===== src/rtl/usan_pkg.sv =====
`default_nettype none
// ----------------------------------------------------------------------------
// usan_pkg
// Shared types, constants and byte-classification functions of the UTF-8
// stream sanitiser.
// ----------------------------------------------------------------------------
package usan_pkg;

    // Window, queue and burst sizes
    localparam int unsigned WIN_DEPTH   = 3;
    localparam int unsigned MAX_PUSH    = WIN_DEPTH + 1;
    localparam int unsigned QUEUE_DEPTH = 8;
    localparam int unsigned QPTR_W      = $clog2(QUEUE_DEPTH);
    localparam int unsigned QCNT_W      = $clog2(QUEUE_DEPTH + 1);
    localparam int unsigned PUSH_W      = $clog2(MAX_PUSH + 1);

    // Register map (index = byte address / 4)
    localparam logic REG_REPLACEMENT = 1'b0;
    localparam logic [7:0] REPLACEMENT_RESET = 8'h3F;

    // Input transfer payload
    typedef struct packed {
        logic [7:0] in_byte;
        logic       in_last;
    } t_in_item;

    // Output transfer payload
    typedef struct packed {
        logic [7:0] out_byte;
        logic       out_replaced;
        logic       out_last;
    } t_out_item;

    // Burst of results handed from the front end to the queue
    typedef struct packed {
        logic [PUSH_W-1:0]               cnt;
        t_out_item [MAX_PUSH-1:0]        items;
    } t_push;

    // Lead class: the code of a multi-byte lead is its number of followers
    typedef enum logic [2:0] {
        LC_ASCII = 3'd0,
        LC_TWO   = 3'd1,
        LC_THREE = 3'd2,
        LC_FOUR  = 3'd3,
        LC_BAD   = 3'd4
    } t_lead_class;

    function automatic t_lead_class lead_class(input logic [7:0] b);
        t_lead_class c;
        if (b <= 8'h7F) begin
            c = LC_ASCII;
        end else if (b >= 8'hC2 && b <= 8'hDF) begin
            c = LC_TWO;
        end else if (b >= 8'hE0 && b <= 8'hEF) begin
            c = LC_THREE;
        end else if (b >= 8'hF0 && b <= 8'hF4) begin
            c = LC_FOUR;
        end else begin
            c = LC_BAD;
        end
        return c;
    endfunction

    function automatic logic is_cont(input logic [7:0] b);
        return b[7:6] == 2'b10;
    endfunction

    // Check a complete sequence: followers, overlong forms, surrogates, range
    function automatic logic seq_ok(input logic [7:0] b0, input logic [7:0] b1,
                                    input logic [7:0] b2, input logic [7:0] b3,
                                    input t_lead_class c);
        logic ok;
        case (c)
            LC_TWO: begin
                ok = is_cont(b1);
            end
            LC_THREE: begin
                ok = is_cont(b1) && is_cont(b2)
                     && !(b0 == 8'hE0 && b1 < 8'hA0)
                     && !(b0 == 8'hED && b1 >= 8'hA0);
            end
            LC_FOUR: begin
                ok = is_cont(b1) && is_cont(b2) && is_cont(b3)
                     && !(b0 == 8'hF0 && b1 < 8'h90)
                     && !(b0 == 8'hF4 && b1 >= 8'h90);
            end
            default: begin
                ok = 1'b0;
            end
        endcase
        return ok;
    endfunction

endpackage
`default_nettype wire


===== src/rtl/usan_front.sv =====
`default_nettype none
// ----------------------------------------------------------------------------
// usan_front
// Window of held-back bytes and the classifier: resolves the window plus the
// incoming byte into a burst of up to four results, combinationally.
// ----------------------------------------------------------------------------
module usan_front (
    input  wire logic              i_clk,
    input  wire logic              i_rst_n,
    input  wire logic              i_in_valid,
    output logic                   o_in_ready,
    input  wire usan_pkg::t_in_item i_in_item,
    input  wire logic              i_space_ok,
    input  wire logic [7:0]        i_repl,
    output usan_pkg::t_push        o_push
);
    import usan_pkg::*;

    localparam int unsigned BUF_N = 2 * WIN_DEPTH + 1;

    logic [7:0]  r_pend [WIN_DEPTH];
    logic [1:0]  r_cnt;
    logic [7:0]  n_pend [WIN_DEPTH];
    logic [1:0]  n_cnt;

    logic              w_accept;
    logic [7:0]        w_buf [BUF_N];
    logic [2:0]        w_n;
    t_lead_class       w_cls [MAX_PUSH];
    logic [MAX_PUSH-1:0] w_ok;
    logic [MAX_PUSH-1:0] w_emit;
    logic [MAX_PUSH-1:0] w_repl;
    logic              w_stop;
    logic [2:0]        w_stop_pos;
    t_lead_class       w_head_cls;

    assign o_in_ready = i_space_ok;
    assign w_accept   = i_in_valid && o_in_ready;
    assign w_n        = {1'b0, r_cnt} + 3'd1;
    assign w_head_cls = lead_class(r_pend[0]);

    // Line up the held bytes and the new byte, zero padded past the end
    always_comb begin
        for (int i = 0; i < BUF_N; i++) begin
            w_buf[i] = 8'h00;
        end
        for (int i = 0; i < WIN_DEPTH; i++) begin
            if (2'(i) < r_cnt) begin
                w_buf[i] = r_pend[i];
            end
        end
        w_buf[{1'b0, r_cnt}] = i_in_item.in_byte;
    end

    // Classify every position as a possible lead
    always_comb begin
        for (int p = 0; p < MAX_PUSH; p++) begin
            w_cls[p] = lead_class(w_buf[p]);
            w_ok[p]  = seq_ok(w_buf[p], w_buf[p+1], w_buf[p+2], w_buf[p+3], w_cls[p]);
        end
    end

    // Walk: pass valid sequences, replace bad leads, hold short tail if not last
    always_comb begin
        logic [1:0] rem;
        logic [2:0] need;
        logic [2:0] avail;
        rem        = 2'd0;
        w_stop     = 1'b0;
        w_stop_pos = w_n;
        w_emit     = '0;
        w_repl     = '0;
        for (int p = 0; p < MAX_PUSH; p++) begin
            need  = {1'b0, w_cls[p][1:0]} + 3'd1;
            avail = w_n - 3'(p);
            if (!w_stop && 3'(p) < w_n) begin
                if (rem != 2'd0) begin
                    w_emit[p] = 1'b1;
                    rem       = rem - 2'd1;
                end else begin
                    case (w_cls[p])
                        LC_ASCII: begin
                            w_emit[p] = 1'b1;
                        end
                        LC_BAD: begin
                            w_emit[p] = 1'b1;
                            w_repl[p] = 1'b1;
                        end
                        default: begin
                            if (avail < need) begin
                                if (!i_in_item.in_last) begin
                                    w_stop     = 1'b1;
                                    w_stop_pos = 3'(p);
                                end else begin
                                    w_emit[p] = 1'b1;
                                    w_repl[p] = 1'b1;
                                end
                            end else if (w_ok[p]) begin
                                w_emit[p] = 1'b1;
                                rem       = w_cls[p][1:0];
                            end else begin
                                w_emit[p] = 1'b1;
                                w_repl[p] = 1'b1;
                            end
                        end
                    endcase
                end
            end
        end
    end

    // Build the burst for the queue
    always_comb begin
        o_push.cnt = w_accept ? w_stop_pos : '0;
        for (int p = 0; p < MAX_PUSH; p++) begin
            o_push.items[p].out_byte     = w_repl[p] ? i_repl : w_buf[p];
            o_push.items[p].out_replaced = w_repl[p];
            o_push.items[p].out_last     = i_in_item.in_last
                                           && (3'(p) + 3'd1 == w_stop_pos);
        end
    end

    // Keep the unresolved tail of the window
    always_comb begin
        for (int j = 0; j < WIN_DEPTH; j++) begin
            n_pend[j] = w_buf[w_stop_pos + 3'(j)];
        end
        n_cnt = w_stop ? 2'(w_n - w_stop_pos) : 2'd0;
    end

    always_ff @(posedge i_clk) begin
        if (!i_rst_n) begin
            r_cnt <= 2'd0;
            for (int j = 0; j < WIN_DEPTH; j++) begin
                r_pend[j] <= 8'h00;
            end
        end else if (w_accept) begin
            r_cnt <= n_cnt;
            for (int j = 0; j < WIN_DEPTH; j++) begin
                r_pend[j] <= n_pend[j];
            end
        end
    end

    // The end of a buffer empties the window
    a_last_flush: assert property (@(posedge i_clk) disable iff (!i_rst_n)
        w_accept && i_in_item.in_last |=> r_cnt == 2'd0)
        else $error("window not empty after last byte");

    // A held window always starts with a multi-byte lead
    a_head_lead: assert property (@(posedge i_clk) disable iff (!i_rst_n)
        r_cnt != 2'd0 |-> (w_head_cls == LC_TWO || w_head_cls == LC_THREE
                           || w_head_cls == LC_FOUR))
        else $error("held window does not start with a lead");

    // Bytes in equal bytes out plus the change in held bytes
    a_conserve: assert property (@(posedge i_clk) disable iff (!i_rst_n)
        w_accept |-> ({1'b0, o_push.cnt} + {2'b00, n_cnt} == {1'b0, w_n}))
        else $error("byte count mismatch in window walk");

    // Emitted positions form an unbroken run from the front of the window
    a_emit_prefix: assert property (@(posedge i_clk) disable iff (!i_rst_n)
        w_accept |-> (w_emit == MAX_PUSH'((5'd1 << o_push.cnt) - 5'd1)))
        else $error("gap in emitted window positions");

endmodule
`default_nettype wire


===== src/rtl/usan_queue.sv =====
`default_nettype none
// ----------------------------------------------------------------------------
// usan_queue
// Short result queue between front and back end: takes a burst of up to four
// entries per cycle, releases one per cycle while popped.
// ----------------------------------------------------------------------------
module usan_queue (
    input  wire logic              i_clk,
    input  wire logic              i_rst_n,
    input  wire usan_pkg::t_push   i_push,
    input  wire logic              i_pop,
    output usan_pkg::t_out_item    o_head,
    output logic                   o_empty,
    output logic                   o_space_ok
);
    import usan_pkg::*;

    t_out_item            r_mem [QUEUE_DEPTH];
    logic [QPTR_W-1:0]    r_wr;
    logic [QPTR_W-1:0]    r_rd;
    logic [QCNT_W-1:0]    r_cnt;

    assign o_head     = r_mem[r_rd];
    assign o_empty    = r_cnt == '0;
    assign o_space_ok = r_cnt <= QCNT_W'(QUEUE_DEPTH - MAX_PUSH);

    // Store the burst at consecutive slots
    always_ff @(posedge i_clk) begin
        for (int i = 0; i < MAX_PUSH; i++) begin
            if (PUSH_W'(i) < i_push.cnt) begin
                r_mem[QPTR_W'(r_wr + QPTR_W'(i))] <= i_push.items[i];
            end
        end
    end

    // Advance pointers and fill level
    always_ff @(posedge i_clk) begin
        if (!i_rst_n) begin
            r_wr  <= '0;
            r_rd  <= '0;
            r_cnt <= '0;
        end else begin
            r_wr  <= QPTR_W'(r_wr + QPTR_W'(i_push.cnt));
            r_rd  <= QPTR_W'(r_rd + QPTR_W'(i_pop));
            r_cnt <= QCNT_W'(r_cnt + QCNT_W'(i_push.cnt) - QCNT_W'(i_pop));
        end
    end

    a_no_overflow: assert property (@(posedge i_clk) disable iff (!i_rst_n)
        r_cnt <= QCNT_W'(QUEUE_DEPTH))
        else $error("result queue overflow");

    a_no_underflow: assert property (@(posedge i_clk) disable iff (!i_rst_n)
        i_pop |-> !o_empty)
        else $error("pop from empty result queue");

    a_burst_fits: assert property (@(posedge i_clk) disable iff (!i_rst_n)
        i_push.cnt != '0 |-> o_space_ok)
        else $error("burst written without room");

endmodule
`default_nettype wire


===== src/rtl/usan_back.sv =====
`default_nettype none
// ----------------------------------------------------------------------------
// usan_back
// Output register: pulls one result per cycle from the queue while free or
// draining and holds it on the output channel until the receiver takes it.
// ----------------------------------------------------------------------------
module usan_back (
    input  wire logic              i_clk,
    input  wire logic              i_rst_n,
    input  wire usan_pkg::t_out_item i_head,
    input  wire logic              i_empty,
    output logic                   o_pop,
    output logic                   o_out_valid,
    input  wire logic              i_out_ready,
    output usan_pkg::t_out_item    o_out_item
);
    import usan_pkg::*;

    logic      r_valid;
    t_out_item r_item;
    logic      w_take;

    assign w_take      = !r_valid || i_out_ready;
    assign o_pop       = w_take && !i_empty;
    assign o_out_valid = r_valid;
    assign o_out_item  = r_item;

    // Load the next result when the register is free or being drained
    always_ff @(posedge i_clk) begin
        if (!i_rst_n) begin
            r_valid <= 1'b0;
        end else if (w_take) begin
            r_valid <= !i_empty;
        end
    end

    always_ff @(posedge i_clk) begin
        if (o_pop) begin
            r_item <= i_head;
        end
    end

    a_pop_loads: assert property (@(posedge i_clk) disable iff (!i_rst_n)
        o_pop |=> r_valid)
        else $error("popped result not presented");

    a_drain: assert property (@(posedge i_clk) disable iff (!i_rst_n)
        r_valid && i_out_ready && i_empty |=> !r_valid)
        else $error("stale result presented twice");

    a_no_pop_on_stall: assert property (@(posedge i_clk) disable iff (!i_rst_n)
        r_valid && !i_out_ready |-> !o_pop)
        else $error("result lost under output stall");

endmodule
`default_nettype wire


===== src/rtl/utf8_stream_sanitizer.sv =====
`default_nettype none
// ----------------------------------------------------------------------------
// utf8_stream_sanitizer
// Byte stream UTF-8 checker that replaces invalid lead bytes.
//
// Input channel: one byte per transfer with a last-of-buffer flag. Output
// channel: the same bytes in order, each with a replaced flag; a lead byte
// that does not open a valid sequence goes out as the replacement byte.
// A multi-byte lead is held, with up to three bytes in all, until its
// sequence is complete; the last flag resolves and empties the window and
// marks the final output byte of that transfer.
// Throughput: one input byte per cycle while the result queue has room; a
// completed sequence passes through the queue memory and then the output
// register. The eight-entry result queue takes a burst of up to four
// results per cycle; input is taken while at least four entries are free.
// Output stalls fill the queue and then stop the input; nothing is lost.
// Reset empties window and queue and sets the replacement byte to '?'.
// APB register 0 (address 0): replacement byte, bits 7:0; write only while
// the block is idle.
// ----------------------------------------------------------------------------
module utf8_stream_sanitizer (
    input  wire logic              i_clk,
    input  wire logic              i_rst_n,
    input  wire logic              i_in_valid,
    output logic                   o_in_ready,
    input  wire usan_pkg::t_in_item i_in_item,
    output logic                   o_out_valid,
    input  wire logic              i_out_ready,
    output usan_pkg::t_out_item    o_out_item,
    input  wire logic              psel,
    input  wire logic              penable,
    input  wire logic              pwrite,
    input  wire logic [2:0]        paddr,
    input  wire logic [31:0]       pwdata,
    output logic [31:0]            prdata,
    output logic                   pready
);
    import usan_pkg::*;

    logic [7:0] r_repl;
    logic       w_cfg_wr;
    t_push      w_push;
    logic       w_space_ok;
    logic       w_pop;
    logic       w_empty;
    t_out_item  w_head;

    // Configuration register
    assign pready   = 1'b1;
    assign w_cfg_wr = psel && penable && pwrite && pready;
    assign prdata   = (paddr[2] == REG_REPLACEMENT) ? {24'h000000, r_repl} : 32'h0;

    always_ff @(posedge i_clk) begin
        if (!i_rst_n) begin
            r_repl <= REPLACEMENT_RESET;
        end else if (w_cfg_wr && paddr[2] == REG_REPLACEMENT) begin
            r_repl <= pwdata[7:0];
        end
    end

    usan_front u_front (
        .i_clk      (i_clk),
        .i_rst_n    (i_rst_n),
        .i_in_valid (i_in_valid),
        .o_in_ready (o_in_ready),
        .i_in_item  (i_in_item),
        .i_space_ok (w_space_ok),
        .i_repl     (r_repl),
        .o_push     (w_push)
    );

    usan_queue u_queue (
        .i_clk      (i_clk),
        .i_rst_n    (i_rst_n),
        .i_push     (w_push),
        .i_pop      (w_pop),
        .o_head     (w_head),
        .o_empty    (w_empty),
        .o_space_ok (w_space_ok)
    );

    usan_back u_back (
        .i_clk       (i_clk),
        .i_rst_n     (i_rst_n),
        .i_head      (w_head),
        .i_empty     (w_empty),
        .o_pop       (w_pop),
        .o_out_valid (o_out_valid),
        .i_out_ready (i_out_ready),
        .o_out_item  (o_out_item)
    );

endmodule
`default_nettype wire

===== config.mk =====
export PLATFORM = sky130hd
export DESIGN_NAME = utf8_stream_sanitizer
export DESIGN_NICKNAME = d
export VERILOG_FILES = /design/src/rtl/usan_pkg.sv /design/src/rtl/usan_front.sv /design/src/rtl/usan_queue.sv /design/src/rtl/usan_back.sv /design/src/rtl/utf8_stream_sanitizer.sv
export SDC_FILE = /design/constraint.sdc
export NUM_CORES = 1
export LEC_CHECK = 0
export BUFFER_PORTS_ARGS = -buffer_cell sky130_fd_sc_hd__buf_2
export CAP_MARGIN = 15
export CORE_MARGIN = 2
export CORE_UTILIZATION = 60
export DETAILED_ROUTE_END_ITERATION = 7
export PLACE_DENSITY_LB_ADDON = 0.15
export SLEW_MARGIN = 20
export SYNTH_ARGS = -nofsm -noshare
export SYNTH_HDL_FRONTEND = slang
export SYNTH_HIERARCHICAL = 1
export SYNTH_SLANG_ARGS = --single-unit
export TNS_END_PERCENT = 20

===== constraint.sdc =====
create_clock -name i_clk -period 9.5 [get_ports i_clk]
set_clock_uncertainty 0.05 [all_clocks]
set_input_delay 1.9 -clock i_clk [delete_from_list [all_inputs] [get_ports i_clk]]
set_output_delay 1.9 -clock i_clk [all_outputs]
set_load 0.02 [all_outputs]

== After elaboration in Yosys (flattened, before gate mapping) ==
Memories as Yosys holds them, arrays and structs flattened. A register that Yosys moved wholly into a read port is not among the register bits.
Cells that the tools add are included.

* Register bits after elaboration: 21
* RAM bits: 104
* Bits of input ports: 51
* Output and inout port bits: 45
* Word-level logic and storage cells: 371
* Memories kept: 2

* $add $sub $neg: 20
* Magnitude comparators: 65
* Equal/unequal tests: 42
* Mux-type cells: 129
* Bitwise logic cells: 8
* Reductions and logical operators: 99

{| class="wikitable"
|+ Memory list
! memory !! words !! width !! rd ports !! clocked after Yosys merged registers in !! write ports !! line !! RTL
|-
| u_queue.r_mem || 8 || 10 || 1 || 1 || 4 || usan_queue.sv:18 || <nowiki>t_out_item r_mem [QUEUE_DEPTH];</nowiki>
|-
| u_front.r_pend || 3 || 8 || 3 || 0 || 3 || usan_front.sv:21 || <nowiki>logic [7:0] r_pend [WIN_DEPTH];</nowiki>
|}

{| class="wikitable"
|+ Operator list
! operator !! number
|-
| 8-bit >= comparator (second input constant) || 20
|-
| 8-bit 2-to-1 mux || 18
|-
| 8-bit equality test (second input constant) || 16
|-
| 3-bit 2-to-1 mux || 36
|-
| 8-bit less-or-equal comparator (second input constant) || 12
|-
| 8-bit binary-select mux with 3-bit select || 3
|-
| 1-bit logical AND || 65
|-
| 8-bit less-than comparator (second input constant) || 8
|-
| 56-bit bitwise mux || 1
|-
| 1-bit 2-to-1 mux || 47
|-
| 8-bit by 7-bit less-or-equal comparator with 1-bit output (second input constant) || 4
|-
| 2-bit 2-to-1 mux || 15
|-
| 8-bit demux with 3-bit select || 1
|-
| 3-bit by 2-bit equality test with 1-bit output (second input constant) || 8
|-
| 1-bit logical NOT || 21
|-
| 4-bit >= comparator (second input constant) || 4
|-
| 2-bit by 1-bit adder with 3-bit output (second input constant) || 5
|-
| 2-bit equality test (second input constant) || 6
|-
| 3-bit by 1-bit equality test with 1-bit output (second input constant) || 4
|-
| 3-bit equality test (second input constant) || 4
|-
| 3-bit logical NOT || 4
|-
| 1-bit by 3-bit less-than comparator with 1-bit output (first input constant) || 4
|-
| 2-bit by 3-bit less-than comparator with 1-bit output (first input constant) || 4
|-
| 3-bit less-than comparator || 4
|-
| 27 further kinds || 49
|}

== Depth between registers and ports, before layout ==
* Word-level depth: 38
* Gate-level depth with buffers: 32
* Mapped depth without buffers: 27

== By module ==
Netlist, hierarchy kept.

{| class="wikitable"
|+ Modules (own cells, without submodules)
! module !! times used !! cells each !! area an instance (um2) !! sequential area each (um2)
|-
| usan_queue || 1 || 587 || 6167.2 || 2602.5
|-
| usan_front || 1 || 486 || 4145.2 || 760.7
|-
| utf8_stream_sanitizer || 1 || 70 || 620.6 || 160.2
|-
| usan_back || 1 || 14 || 344.1 || 320.3
|}

== Worst setup path after synthesis ==
OpenSTA, ideal clock, no wires.

* Kind: input to register
* From: input port i_in_item[5] in the netlist's numbering
* To: memory u_queue/r_mem[2][0] in the netlist's numbering (enable)
* Library setup time: 0.415 ns
* Data arrival time: 7.340 ns
* Data required time: 9.035 ns
* Slack: 1.696 ns
* Stages on the path: 22
* Path through: buf_2 > mux2_4 > o31ai_2 > and2_1 > inv_1 > ha_1 > inv_1 > ha_1 > a21o_1 > nor3_1 > a21oi_1 > a211oi_1 > nand3_1 > o31a_1 > a22oi_1 > a21oi_1 > buf_6 > buf_6 > buf_2 > nor2_1 > o31ai_1 > o311ai_0

{| class="wikitable"
|+ RTL lines
! element !! line !! RTL
|-
| start, declared || utf8_stream_sanitizer.sv:26 || <nowiki>input wire usan_pkg::t_in_item i_in_item,</nowiki>
|-
| end, declared || usan_queue.sv:18 ||
|}

==> metrics.md <==
| Metric | Value |
|---|---|
| Status | `finished clean` |
| Final Hold Viols | `0` |
| Hpwl dp | `22.6 mm` |
| Clock Sinks | `135` |
| Combinational power share | `between 20% and 30%` |
| Vias | `~9,400` |
| Max Clock Freq | `roughly 120 MHz` |
| Hold path depth | `2` |
| Drt pass-1 iters | `5` |
| Worst-Skew Late Latency | `around 430 ps` |
| Wire per inst | `22.3 microns` |
| Worst Path Arrival | `8360 ps` |
| GPL Wtd Cong | `0.937` |
| IO Pins | `96` |
| Number of synthesized flops with an enable pin | `114` |
| IO Port Bufs | `between 40 and 50` |
| Sequential area share after synthesis | `34.1%` |
| CTS tree | `yes` |
| Power, Total | `1970 uW` |
| Switch Pwr | `631 uW` |
| Largest net degree at the start of global routing | `36` |
| Initial antenna violation count | `0` |
| Core area | `18,600 sq um` |
| RSZ-0062 raised after global routing | `no` |
| Type of element capturing the critical path | `flip-flop` |
| Area grow syn2layout | `5.28%` |
| Clock buffer count from CTS | `17` |
| Required @ worst endpoint | `around 9400 ps` |
| Peak VDD IR | `175 uV` |
| Post-CTS Setup Inserts | `0` |
| Final WL | `30.7 mm` |
| Setup violators final | `0` |
| Remaining routing DRC violations | `0` |
| Power Internal | `between 1000 and 1500 uW` |
| Nature of the critical path startpoint | `flip-flop` |
| Vias in the first global route | `8,879` |
| Post-synthesis cell count | `between 1,000 and 1,500` |
| Initial core utilization | `60.7%` |
| Sw frac | `about a third` |
| DIE HEIGHT | `141 microns` |
| Die Width | `141 microns` |
| Netlist Area Pre-Place | `around 11,000 sq um` |
| Fin Setup TNS | `0 ps` |
| Final Cycle Share | `88.8%` |
| Layout cells sized above 1 | `19.8%` |
| Worst-margin pin slew | `988 ps` |
| Initial DRC count | `roughly 1,300` |
| Cts repair resizes | `0` |
| Synth Register Bits | `135` |
| Total congestion overflow | `0` |
| Top FF cell, synth | `edfxtp_1` |
| Ys Warns | `6` |
| Antenna cells | `0` |
| Crit-path max FO | `17` |
| Max-Cap Viols | `0` |
| FP Rows | `50` |
| PwrDens | `approximately 170 nW/um^2` |
| Post-Syn Area per Cell | `approximately 9.7 sq um` |
| Gr usage total | `between 30% and 40%` |
| Critical setup path kind | `flip-flop to flip-flop` |
| Slowest-stage cell, CP | `ha_1` |
| Fill cell count | `roughly 1,500` |
| Slew Viols, Final | `0` |
| CP max stage delay | `740 ps` |
| Post-CTS Hold Buffers | `0` |
| First-pass GRT wire length | `between 40 and 50 mm` |
| Min-delay worst type | `flip-flop to flip-flop` |
| Most frequent CP cell | `buf_4` |
| Layout Nets | `1,227` |
| Die ar. | `19,900 sq um` |
| CTS clock-pin slew for the worst setup and hold paths | `60 ps` |
| Slew HR | `33.6%` |
| Pleak | `0.00437 uW` |
| Final ANT Viol Nets | `0` |
| Clk pwr share | `approximately a third` |
| R2R depth | `26` |
| Clock buffer depth | `2` |
| Post-layout min period | `8440 ps` |
| Root Driver | `clkbuf_16` |
| Routed vias/inst | `6.85` |
| H-tree levels | `4` |
| Post-synth ARST share | `0%` |
| Sequential Power Share | `41.0%` |
| Cell variety after synth | `96` |
## sequential cells by signal, summed over array words and instances, names as in the netlist
name / flops
u_back/o_out_item: 10
u_queue/r_cnt: 4
u_queue/r_wr: 3
u_front/r_cnt: 2
u_front/r_pend: 24
u_queue/r_rd: 3
r_repl: 8
u_back/o_out_valid: 1
u_queue/r_mem: 80
## path summary, 6_finish.rpt
check	start	end	slack, ps
setup / recovery	u_front/r_cnt[0]	u_queue/r_mem[0][2]	1060
setup reg to reg	u_front/r_cnt[0]	u_queue/r_mem[0][2]	1060
hold reg to reg	u_back/o_out_valid	u_back/o_out_valid	450
hold / removal	u_back/o_out_valid	u_back/o_out_valid	450
## Yosys cell counts (all sizes together), types with 11 or more instances
cell / number / share of area (%)
edfxtp: 114 / 30
buf: 108 / 6.0
nand2: 97 / 3.3
o22ai: 95 / 5.3
a21oi: 87 / 4.2
mux2i: 85 / 7.6
mux2: 50 / 5.1
ha: 45 / 5.0
inv: 43 / 1.4
nor2: 32 / 1.1
and2: 29 / 1.6
clkbuf: 29 / 0.97
o21ai: 27 / 1.2
a31oi: 26 / 1.4
nand3: 23 / 1.1
dfxtp: 21 / 3.7
a22oi: 20 / 1.3
mux4: 20 / 4.0
nor2b: 19 / 1.1
nor3: 17 / 0.98
or3: 12 / 0.67
a22o: 11 / 0.93
## routing by layer
metal / GRT usage, % / part of all wire (%) / wire length [microns]
met4: 7.79 / 1.9 / 588
met5: 0 / 0 / 0
met3: 6.22 / 9.2 / 2840
met1: 45.6 / 44 / 13400
met2: 48.4 / 45 / 13900
## worst max-delay path, delay by kind of cell (launching register included)
family / cells / cell delay, ps
mux: 1 / 380
simple gates: 9 / 3170
fa+ha+maj: 3 / 1210
flops: 1 / 300
compound gates: 6 / 1570
buf+inv: 7 / 1280
## power by group through the flow
stage          Clock (uW)  Sequential, uW  Combinational [uW]
2_1_floorplan           0             815                 390
3_3_place_gp            0             818                 500
3_5_place_dp            0             819                 512
4_1_cts               660             808                 514
5_1_grt               685             819                 567
6_report              653             809                 511
## layout make-up
| cell class | instances | area [sq um] | area share, % |
|---|---|---|---|
| Clock buffer | 17 | 425 | 3.58 |
| Clock inverter | 15 | 158 | 1.33 |
| Inverter | 43 | 161 | 1.36 |
| Multi-Input combinational cell | 865 | 6600 | 55.6 |
| Sequential cell | 135 | 3840 | 32.4 |
| Tap cell | 234 | 293 | 2.47 |
| Timing Repair Buffer | 67 | 393 | 3.31 |
## metrics by stage
| step | std cells | setup slack, ps | util [%] | area, sq um | hold WS, ps |
|---|---|---|---|---|---|
| global route | 1376 | 617 | 63.9 | 11900 | 483 |
| CTS | 1376 | 1300 | 63.9 | 11900 | 458 |
| detailed placement | 1344 | 1050 | 60.7 | 11300 | 444 |
| floorplan | 1180 | 1700 | - | 11400 | 419 |
| global placement | 1344 | 1120 | 60.7 | 11300 | 441 |
| finish | 1376 | 1060 | 63.9 | 11900 | 451 |
## layout by cell type (no fill, tap or decap), types with 17 or more instances in the layout
cell type and n:
mux2_2 48, nand3_1 22, nand2_1 94, dfxtp_1 20
a22oi_1 20, o21ai_0 21, nor2b_1 19, edfxtp_1 114
mux4_2 20, buf_2 44, o22ai_1 95, clkbuf_16 17
nor2_1 32, buf_4 23, ha_1 45, a21oi_1 76
inv_1 43, a31oi_1 26, conb_1 25, and2_1 28
mux2i_1 84
## cells by family after synthesis
| group | count (synthesis) | synth area share (%) |
|---|---|---|
| XOR/XNOR | 15 | 1.40 |
| flip-flops | 135 | 34.1 |
| multiplexers | 155 | 16.6 |
| other | 2 | 0.0666 |
| AO/OA/AOI/OAI | 339 | 20.3 |
| adder cells (fa/ha/maj) | 48 | 5.44 |
| buffers and inverters | 180 | 8.44 |
| AND/OR/NAND/NOR | 283 | 13.6 |
(Power assumes the default switching activity.)
